## config.mk

```make
export PLATFORM = sky130hd
export DESIGN_NAME = rtr_ctrl
export DESIGN_NICKNAME = d
export VERILOG_FILES = /design/src/rtl/rtr_pkg.sv /design/src/rtl/rtr_ctrl.sv
export SDC_FILE = /design/constraint.sdc
export NUM_CORES = 1
export LEC_CHECK = 0
export BUFFER_PORTS_ARGS = -buffer_cell sky130_fd_sc_hd__buf_2
export CORE_AREA = 2 2 39 41
export DETAILED_ROUTE_END_ITERATION = 8
export DIE_AREA = 0 0 41 43
export GPL_TIMING_DRIVEN = 1
export PLACE_DENSITY_LB_ADDON = 0.15
export SYNTH_ARGS = -nofsm -noshare
export SYNTH_HDL_FRONTEND = slang
export SYNTH_SLANG_ARGS = --single-unit
export TNS_END_PERCENT = 1
```

## constraint.sdc

```tcl
create_clock -name clk -period 2.9 [get_ports clk]
set_clock_uncertainty 0.05 [all_clocks]
set_input_delay 0.58 -clock clk [delete_from_list [all_inputs] [get_ports clk]]
set_output_delay 0.58 -clock clk [all_outputs]
set_load 0.01 [all_outputs]
```

## src/rtl/rtr_pkg.sv

```systemverilog
// Shared types, widths and codes of the receive timestamp ring.
package rtr_pkg;

	localparam int RING_DEPTH = 256;
	localparam int IDX_W      = $clog2(RING_DEPTH);
	localparam int CNT_W      = $clog2(RING_DEPTH + 1);

	localparam int ACT_W  = 2;
	localparam int PN_W   = 62;
	localparam int TIME_W = 63;
	localparam int US_W   = 54;

	localparam int DIVISOR   = 1000;
	localparam int REM_W     = $clog2(DIVISOR);
	localparam int DIG_W     = 16;
	localparam int DIGITS    = 4;
	localparam int DVD_W     = DIG_W * DIGITS;
	localparam int VAL_W     = REM_W + DIG_W;
	localparam int RECIP_SH  = 36;
	localparam int RECIP_W   = 27;
	localparam int PROD_W    = VAL_W + RECIP_W;
	localparam logic [RECIP_W-1:0] RECIP = 27'd68719477;
	localparam int DIV_CNT_W = $clog2(DIGITS);

	localparam logic [IDX_W-1:0] LAST_IDX = IDX_W'(RING_DEPTH - 1);
	localparam logic [CNT_W-1:0] FULL_CNT = CNT_W'(RING_DEPTH);

	localparam logic [ACT_W-1:0] ACT_RECORD    = 2'd0;
	localparam logic [ACT_W-1:0] ACT_LOOKUP    = 2'd1;
	localparam logic [ACT_W-1:0] ACT_CLEAR     = 2'd2;
	localparam logic [ACT_W-1:0] ACT_SET_BASIS = 2'd3;

	typedef logic [ACT_W-1:0]  action_t;
	typedef logic [PN_W-1:0]   pn_t;
	typedef logic [TIME_W-1:0] time_ns_t;
	typedef logic [US_W-1:0]   time_us_t;

	typedef struct packed {
		pn_t      pn;
		time_us_t us;
	} entry_t;

	typedef struct packed {
		logic ld_item;
		logic rec_prep;
		logic rec_write;
		logic scan_start;
		logic scan_step;
		logic res_hit;
		logic res_zero;
		logic ring_clear;
		logic basis_load;
		logic out_load;
	} dp_cmd_t;

	typedef struct packed {
		logic    div_busy;
		logic    scan_hit;
		logic    scan_end;
		logic    out_free;
		action_t act;
	} dp_sts_t;

endpackage

```

## src/rtl/rtr_ctrl.sv

```systemverilog
// Controller: sequences record, lookup scan, clear and basis load for one beat at a time.
module rtr_ctrl (
	input  logic              clk,
	input  logic              arst_n,
	input  logic              item_valid,
	input  rtr_pkg::action_t  item_action,
	output logic              item_ready,
	input  rtr_pkg::dp_sts_t  sts,
	output rtr_pkg::dp_cmd_t  cmd
);

	localparam logic [2:0] S_IDLE     = 3'd0;
	localparam logic [2:0] S_REC_PREP = 3'd1;
	localparam logic [2:0] S_REC_DIV  = 3'd2;
	localparam logic [2:0] S_LK_START = 3'd3;
	localparam logic [2:0] S_LK_SCAN  = 3'd4;
	localparam logic [2:0] S_MISC     = 3'd5;
	localparam logic [2:0] S_RESULT   = 3'd6;

	logic [2:0] state_q;
	logic [2:0] state_d;

	always_comb begin
		cmd     = '0;
		state_d = state_q;
		case (state_q)
			S_IDLE: begin
				if (item_valid) begin
					cmd.ld_item = 1'b1;
					case (item_action)
						rtr_pkg::ACT_RECORD: state_d = S_REC_PREP;
						rtr_pkg::ACT_LOOKUP: state_d = S_LK_START;
						default:             state_d = S_MISC;
					endcase
				end
			end
			S_REC_PREP: begin
				cmd.rec_prep = 1'b1;
				state_d      = S_REC_DIV;
			end
			S_REC_DIV: begin
				if (!sts.div_busy) begin
					cmd.rec_write = 1'b1;
					state_d       = S_RESULT;
				end
			end
			S_LK_START: begin
				cmd.scan_start = 1'b1;
				state_d        = S_LK_SCAN;
			end
			S_LK_SCAN: begin
				if (sts.scan_hit) begin
					cmd.res_hit = 1'b1;
					state_d     = S_RESULT;
				end else if (sts.scan_end) begin
					cmd.res_zero = 1'b1;
					state_d      = S_RESULT;
				end else begin
					cmd.scan_step = 1'b1;
				end
			end
			S_MISC: begin
				cmd.res_zero   = 1'b1;
				cmd.ring_clear = (sts.act == rtr_pkg::ACT_CLEAR);
				cmd.basis_load = (sts.act == rtr_pkg::ACT_SET_BASIS);
				state_d        = S_RESULT;
			end
			S_RESULT: begin
				if (sts.out_free) begin
					cmd.out_load = 1'b1;
					state_d      = S_IDLE;
				end
			end
			default: state_d = S_IDLE;
		endcase
	end

	always_ff @(posedge clk or negedge arst_n) begin
		if (!arst_n) begin
			state_q <= S_IDLE;
		end else begin
			state_q <= state_d;
		end
	end

	assign item_ready = (state_q == S_IDLE);

endmodule

```

[After elaboration in Yosys (flattened, before gate mapping)]
Cells that the tools add are included.
Word-level totals
  register bits after elaboration: 3
  input bits: 11
  output and inout port bits: 11
  logic and storage cells: 40
Cells by class
  equality and inequality tests: 13
  multiplexer cells: 23
  reduce and logical (&&, ||, !) cells: 3
Operators by type and width (number)
  $pmux W3 S7: 1
  $mux W3: 5
  $mux W1: 13
  $eq A3 B3 Y1 const B: 3
  $eq A3 B2 Y1 const B: 2
  $ne A2 B2 Y1 const B: 3
  $pmux W3 S2: 1
  $eq A2 B2 Y1 const B: 2
  $mux W2: 2
  $reduce_and A4 Y1: 1
  $eq A3 B1 Y1 const B: 1
  $logic_not A3 Y1: 1
  $ne A3 B3 Y1 const B: 1
  $eq A2 B1 Y1 const B: 1
  $logic_not A2 Y1: 1
  $pmux W1 S2: 1

[Depth between registers and ports, before layout]
Gate-level depths: netlist of run 1.
  word-level depth: 4
  gate-level depth with buffers: 4
  gate-level depth less buffers: 3

[Worst setup path after synthesis of run 1]
Ideal clock, no wire load.
  path type: input to output
  start: in sts[4] (netlist bit)
  end: out cmd[3] (netlist bit)
  arrival time: 1.005 ns
  data required time: 2.270 ns
  path slack: 1.265 ns
  stages on the path: 3
  path buffers: 0
  path through: inv_1 > a21oi_1 > nor3b_1
RTL lines
  start: declaration: RTL line rtr_ctrl.sv:8  | input rtr_pkg::dp_sts_t sts,
  end: declaration: RTL line rtr_ctrl.sv:9  | output rtr_pkg::dp_cmd_t cmd

==> run summary, run 1 <==
Status: finished, final reports clean
LEAKAGE: 0.000218 uW
Critical Path Fanout Max: 7
Layout cells sized above 1: 47.5%
Peak VDD IR: 331 uV
Cells after Synth: 35
Fill count: 171
Final wirelength: 721 um
FF/Latch Area: 75.1 um^2
Clock sink total: 3
Sequential share of the synthesized area: 29.4%
Clk buf depth: 2
R2R depth: 3
Final #Nets: 71
Fin crit share: 65.7%
Mean Syn Cell Area: 7.29 um^2
Antenna violations before repair: 0
Gr ovfl total: 0
Pre-CTS setup slack: 1.13 ns
Clk_lat worst skew: 0.23 ns
Netlist cell types: 20
Die X: 41 um
Yosys reg bits: 3
CTS Buf Count: 3
Max-Cap Viols: 0
Final min period: 1.91 ns
Max_slew headroom: 75.6%
Cells after DPL: 71
CTS root buffer: clkbuf_4
Sequential cell fraction of total power: 31.6%
Max Slew Vio Count: 0
Htree depth: 1
Placer Congestion: 0.691
Reg2reg setup slack: 1.59 ns
Max reg flops: 3
Initial Util: 18.4%
R2r startpoint: state_q[2]$_DFFE_PN0P_
Largest net degree at the start of global routing: 14
Actual slew at the worst max-slew pin: 0.366 ns
Post-CTS sizing: 0
Post-CTS setup buffer count: 0
HP Class: in2async
Die H: 43 um
Data required time at the worst endpoint: 2.27 ns
Biggest registers after layout: state_q (3)
Area of the multi-input gates: 160 um^2
RSZ-0062 raised after global routing: false
Avg WL per Cell: 9.61 um
Crit. End Element: primary output
Initial DRC Count: 2
Final Hold Vio Count: 0
First-pass GRT wire length: 986 um
Combinational power share: 46.2%
PortBufs: 21
Yosys warns: 0
Hold-fix buffers, CTS: 0
Mapped cell area: 255 um^2
Critical path class: reg2out
Post-Route Setup TNS: 0 ns
Fmax: 0.525 GHz
Vias in the first global route: 252
Total GRT Usage: 9.16%
Inserted Diodes: 0
Clock slew at reported path FFs: 0.04 ns
Via Count: 329
Antenna viol nets, final: 0
Cell row count: 14
Core area: 1380 um^2
CTS tree: yes
DRT Pass-1 Iters: 2
P_int: 185 uW
Final setup margin: 0.994 ns
CP startpoint kind: register
Switching power share of the total: 45.0%
Drt drc: 0
Area growth syn-to-layout: 57.4%
CP Data Arrival Time: 1.28 ns
Final Power: 336 uW
Setup violators final: 0
Clock power share: 22.2%
Drt via density: 4.39
Dpl hpwl: 570 um
Syn nets: 46
Worst reg2reg endpoint: state_q[1]$_DFFE_PN0P_
Post-route insts no fill: 75
Die area: 1760 um^2
Most flop-heavy register: state_q
Pwr dens: 835 nW/um^2
Psw: 151 uW
I/O pins: 22
-- cell usage after synthesis --
cell | count | share of area, %
nor2_1 | 6 | 8.8
dfrtp_1 | 3 | 29
nand2_1 | 3 | 4.4
nor3_1 | 3 | 5.9
a21oi_1 | 2 | 3.9
and2_1 | 2 | 4.9
inv_1 | 2 | 2.9
inv_2 | 2 | 2.9
a211o_1 | 1 | 3.4
a221oi_2 | 1 | 5.9
a31oi_1 | 1 | 2.5
buf_2 | 1 | 2.0
nand2b_1 | 1 | 2.5
nand4_1 | 1 | 2.5
nor3_2 | 1 | 3.9
nor3b_1 | 1 | 2.9
nor4_1 | 1 | 2.5
o21ai_1 | 1 | 2.0
o221ai_1 | 1 | 3.4
or3b_1 | 1 | 3.4
-- cell usage in the layout, fill, tap and decap left out --
master	count
inv_1	2
or3b_1	1
o221ai_1	1
nand2_1	3
a211o_1	1
buf_2	21
nand4_1	1
o21ai_1	1
nor3b_1	1
nor2_1	6
a21oi_1	2
dfrtp_1	3
nand2b_1	1
clkbuf_4	3
nor3_1	3
and2_1	2
nor3_2	1
nor4_1	1
a31oi_1	1
clkbuf_1	1
inv_2	2
a221oi_2	1
-- final cells by class --
type / instances / area share [%]
multi-input cells: 27 / 39.9
inverters: 4 / 3.74
well taps: 16 / 4.98
flip-flops and latches: 3 / 18.7
clock buffers: 4 / 6.54
repair buffers: 21 / 26.2
-- power by group through the flow --
stage	clock, uW	sequential, uW	combinational (uW)
2_1_floorplan	0	83.1	127
3_3_place_gp	0	109	160
3_5_place_dp	0	107	158
4_1_cts	78.7	106	158
5_1_grt	84.1	110	175
6_report	74.4	106	155
-- metrics by stage --
| stage | hold slack, ns | area [um^2] | utilization (%) |
|---|---|---|---|
| 2_1_floorplan | 0.234 | 255 | - |
| 3_3_place_gp | 0.328 | 375 | 27.1 |
| 3_5_place_dp | 0.326 | 375 | 27.1 |
| 4_1_cts | 0.0724 | 402 | 29.0 |
| 5_1_grt | 0.0639 | 402 | 29.0 |
| 6_report | 0.0799 | 402 | 29.0 |
-- worst max-delay path by stage --
| stage | from | end | slack, ns |
|---|---|---|---|
| 6_report | state_q[1]$_DFFE_PN0P_ | cmd[7] | 0.99 |
| 4_1_cts | state_q[1]$_DFFE_PN0P_ | cmd[9] | 0.97 |
| 2_1_floorplan | sts[4] | cmd[3] | 1.26 |
| 5_1_grt | state_q[2]$_DFFE_PN0P_ | cmd[9] | 0.86 |
| 3_5_place_dp | sts[4] | cmd[3] | 1.13 |
| 3_3_place_gp | sts[4] | cmd[3] | 1.14 |
-- metal layers --
| metal | wire length, um | global-route usage [%] |
|---|---|---|
| met2 | 351 | 12.2 |
| met4 | 16 | 10.0 |
| met3 | 61 | 3.66 |
| met5 | 0 | 0 |
| met1 | 292 | 9.74 |
-- cells by family (layout without fill, tap and decap cells) --
family	Yosys count	in the layout	synth area share [%]
buffers and inverters	5	29	7.84
DFF	3	3	29.4
and+or+nand+nor	20	20	41.7
AOI/OAI and AO/OA	7	7	21.1
-- worst max-delay path, cell delays in order (launching register included) --
cell,delay [ns]
dfrtp_1,0.48
inv_2,0.10
nor4_1,0.29
buf_2,0.18
No activity file was read; power rests on OpenSTA's default activity.
==> run 2, diff against run 1 <==
ABC_AREA = 1   (was unset)
clock period = 1.65 ns   (was 2.9 ns; I/O delays follow)
==> run 2 against run 1 <==
Against the previous run: non-clock buffer count grew 2; first-iteration DRC count rose by 50%; highest routed layer is now met3; sequential share of layout area is 2.5 points lower; critical path depth did not move; hold slack better by 0.27 ns; largest power group unchanged.
==> run summary, run 2 <==
Hold path start: item_valid
Final Power: 808 uW (was 336 uW)
Combinational power share: 60.7% (was 46.2%)
Gr ovfl total: 0 (unchanged)
Final Hold Vio Count: 0 (unchanged)
Core area: 1380 um^2 (unchanged)
CP startpoint kind: register (unchanged)
Max Slew Vio Count: 0 (unchanged)
Actual slew at the worst max-slew pin: 0.201 ns (was 0.366 ns)
Share of the synthesized area in the top cell type: 23.7% (was 29.4%)
Psw: 391 uW (was 151 uW)
DRT Pass-1 Iters: 4 (was 2)
First-pass GRT wire length: 1.35 mm (was 986 um)
Pwr dens: 1660 nW/um^2 (was 835 nW/um^2)
Biggest registers after layout: state_q (3) (unchanged)
Mapped cell area: 317 um^2 (was 255 um^2)
Finished Core Util: 35.3% (was 29.0%)
Max-Cap Viols: 0 (unchanged)
Clock power share: 16.0% (was 22.2%)
Crit. End Element: primary output (unchanged)
I/O pins: 22 (unchanged)
Most flop-heavy register: state_q (unchanged)
Post-synth EDFFs: 0 (unchanged)
Final wirelength: 843 um (was 721 um)
Initial Util: 22.9% (was 18.4%)
Final min period: 1.60 ns
Area leader, netlist: dfrtp_1 (unchanged)
Most common cell after layout, fill and taps aside: buf_2 (unchanged)
Antenna violations before repair: 0 (unchanged)
Mean Syn Cell Area: 5.76 um^2 (was 7.29 um^2)
Top FF cell, synth: dfrtp_1 (unchanged)
Htree depth: 1 (unchanged)
Design Area, Final: 488 um^2 (was 402 um^2)
Switching power share of the total: 48.5% (was 45.0%)
Die area: 1760 um^2 (unchanged)
Fin crit share: 97.2%
P_int: 416 uW (was 185 uW)
Placer Congestion: 0.747 (was 0.691)
Status: finished, final reports clean (unchanged)
Antenna viol nets, final: 0 (unchanged)
Most common cell in the netlist: nand2_1 (was nor2_1)
Worst reg2reg endpoint: state_q[2]$_DFFE_PN0P_ (was state_q[1]$_DFFE_PN0P_)
Critical Path Fanout Max: 6 (was 7)
Worst-path cell chain: buf_12 -> nor4_1 -> buf_2 (was inv_2 -> nor4_1 -> buf_2)
R2R depth: 7 (was 3)
Reg2reg setup slack: 0.44 ns (was 1.59 ns)
Post-route insts no fill: 96 (was 75)
CTS tree: yes (unchanged)
CTS Buf Count: 3 (unchanged)
Synth top cells by count: nand2_1, nor2_1, nand3_1 (was nor2_1, dfrtp_1, nand2_1, nor3_1)
Max incr delay on CP: 0.44 ns (was 0.48 ns)
Layout cells sized above 1: 43.8% (was 47.5%)
Sequential cell fraction of total power: 23.4% (was 31.6%)
Yosys warns: 0 (unchanged)
Setup violators final: 0 (unchanged)
PortBufs: 21 (unchanged)
LEAKAGE: 0.000298 uW (was 0.000218 uW)
Peak VDD IR: 628 uV (was 331 uV)
Clk_lat worst skew: 0.23 ns (about the same)
Die H: 43 um (unchanged)
Critical path class: reg2out (unchanged)
Cells after Synth: 55 (was 35)
Clk buf depth: 2 (unchanged)
Master of the slowest instance on the critical path: dfrtp_2 (was dfrtp_1)
Via Count: 426 (was 329)
Area growth syn-to-layout: 54.2% (was 57.4%)
Cell row count: 14 (unchanged)
Inserted Diodes: 0 (unchanged)
Yosys reg bits: 3 (unchanged)
Clock slew at reported path FFs: 0.04 ns (about the same)
Cell depth of the worst min-delay path: 3
WHS Endpoint: state_q[0]$_DFFE_PN0P_
Avg WL per Cell: 8.78 um (was 9.61 um)
HP Class: in2reg (was in2async)
Cells after DPL: 90 (was 71)
RSZ-0062 raised after global routing: true (was false)
Largest net degree at the start of global routing: 11 (was 14)
Most frequent cells in the layout: buf_2, nand2_1, nor2_1 (was buf_2, nor2_1)
Max_slew headroom: 86.5% (was 75.6%)
Netlist cell types: 16 (was 20)
Initial DRC Count: 3 (was 2)
Top cells by area, synth: dfrtp_1, nand2_1, nand3_1 (was dfrtp_1, nor2_1, nor3_1)
Crit path buffers/inverters: 2 (unchanged)
Final #Nets: 92 (was 71)
Max reg flops: 3 (unchanged)
Fmax: 0.623 GHz
R2r startpoint: state_q[1]$_DFFE_PN0P_ (was state_q[2]$_DFFE_PN0P_)
CP Data Arrival Time: 1.22 ns (was 1.28 ns)
Post-synth ARST share: 100% (unchanged)
Dpl hpwl: 672 um (was 570 um)
Clock sink total: 3 (unchanged)
CTS root buffer: clkbuf_4 (unchanged)
Crit-path leading delay family: flip-flops (unchanged)
Vias in the first global route: 352 (was 252)
Syn nets: 66 (was 46)
Worst hold slack: 0.347 ns (was 0.0799 ns)
Data required time at the worst endpoint: 1.27 ns (was 2.27 ns)
Drt via density: 4.44 (was 4.39)
Die X: 41 um (unchanged)
Total GRT Usage: 11.1% (was 9.16%)
Fill count: 161 (was 171)
Sequential share of the synthesized area: 23.7% (was 29.4%)
Placed Area: 423 um^2 (was 375 um^2)
Drt drc: 0 (unchanged)
==> run 2: timing repair <==
action | CTS | global route
buffers inserted | 0 | 1
hold buffers | 1 | 0
gates resized for setup | 1 | 3
endpoints found under the hold margin | 3 | 0
endpoints found under the setup margin | 1 | 2
==> run 2: power groups by stage <==
stage	registers, uW	logic, uW	clock network, uW
after floorplan	135	382	0
after global placement	191	434	0
after detailed placement	189	428	0
after CTS	191	430	133
after global routing	194	560	137
final	189	490	129
==> run 2: routing by layer <==
metal	GRT usage, %	part of all wire, %
met5	0	0
met4	8.00	0
met3	1.57	6.0
met2	15.6	48
met1	14.6	46
==> run 2: area by class of cell <==
| type | count | area (um^2) | area share [%] |
|---|---|---|---|
| multi-input combinational | 41 | 194 | 39.7 |
| timing repair buffer | 23 | 135 | 27.7 |
| sequential | 3 | 78.8 | 16.2 |
| inverter | 9 | 33.8 | 6.92 |
| clock buffer | 4 | 26.3 | 5.38 |
| tap | 16 | 20.0 | 4.10 |
==> run 2: worst register-to-register path, stage by stage, from the launching register on <==
cell     delay (ns)
dfrtp_2        0.44
buf_12         0.14
nor2_1         0.13
nand3_1        0.08
nand2_1        0.10
nor2_1         0.06
nand2_1        0.05
nand2_1        0.05
==> run 2: cell families (layout without fill, tap and decap cells) <==
group / count (synthesis) / after routing / synth area share (%)
buffers and inverters: 11 / 36 / 16.6
AOI/OAI and AO/OA: 3 / 3 / 4.74
and+or+nand+nor: 38 / 38 / 54.9
DFF: 3 / 3 / 23.7
==> run 2: how the worst max path moves through the flow <==
stage                                      start      to  cells past startpoint
final                     state_q[1]$_DFFE_PN0P_  cmd[4]                      3
after global routing      state_q[0]$_DFFE_PN0P_  cmd[2]                      3
after CTS                 state_q[1]$_DFFE_PN0P_  cmd[2]                      4
after detailed placement  state_q[0]$_DFFE_PN0P_  cmd[2]                      3
after global placement    state_q[0]$_DFFE_PN0P_  cmd[2]                      3
after floorplan           state_q[1]$_DFFE_PN0P_  cmd[2]                      4
==> run 2: through the flow <==
| stage | setup TNS (ns) | setup WS, ns |
|---|---|---|
| 2_1_floorplan | 0 | 0.330 |
| 3_3_place_gp | 0 | 0.242 |
| 3_5_place_dp | 0 | 0.241 |
| 4_1_cts | 0 | 0.0194 |
| 5_1_grt | -0.00252 | -0.00252 |
| 6_report | 0 | 0.0454 |
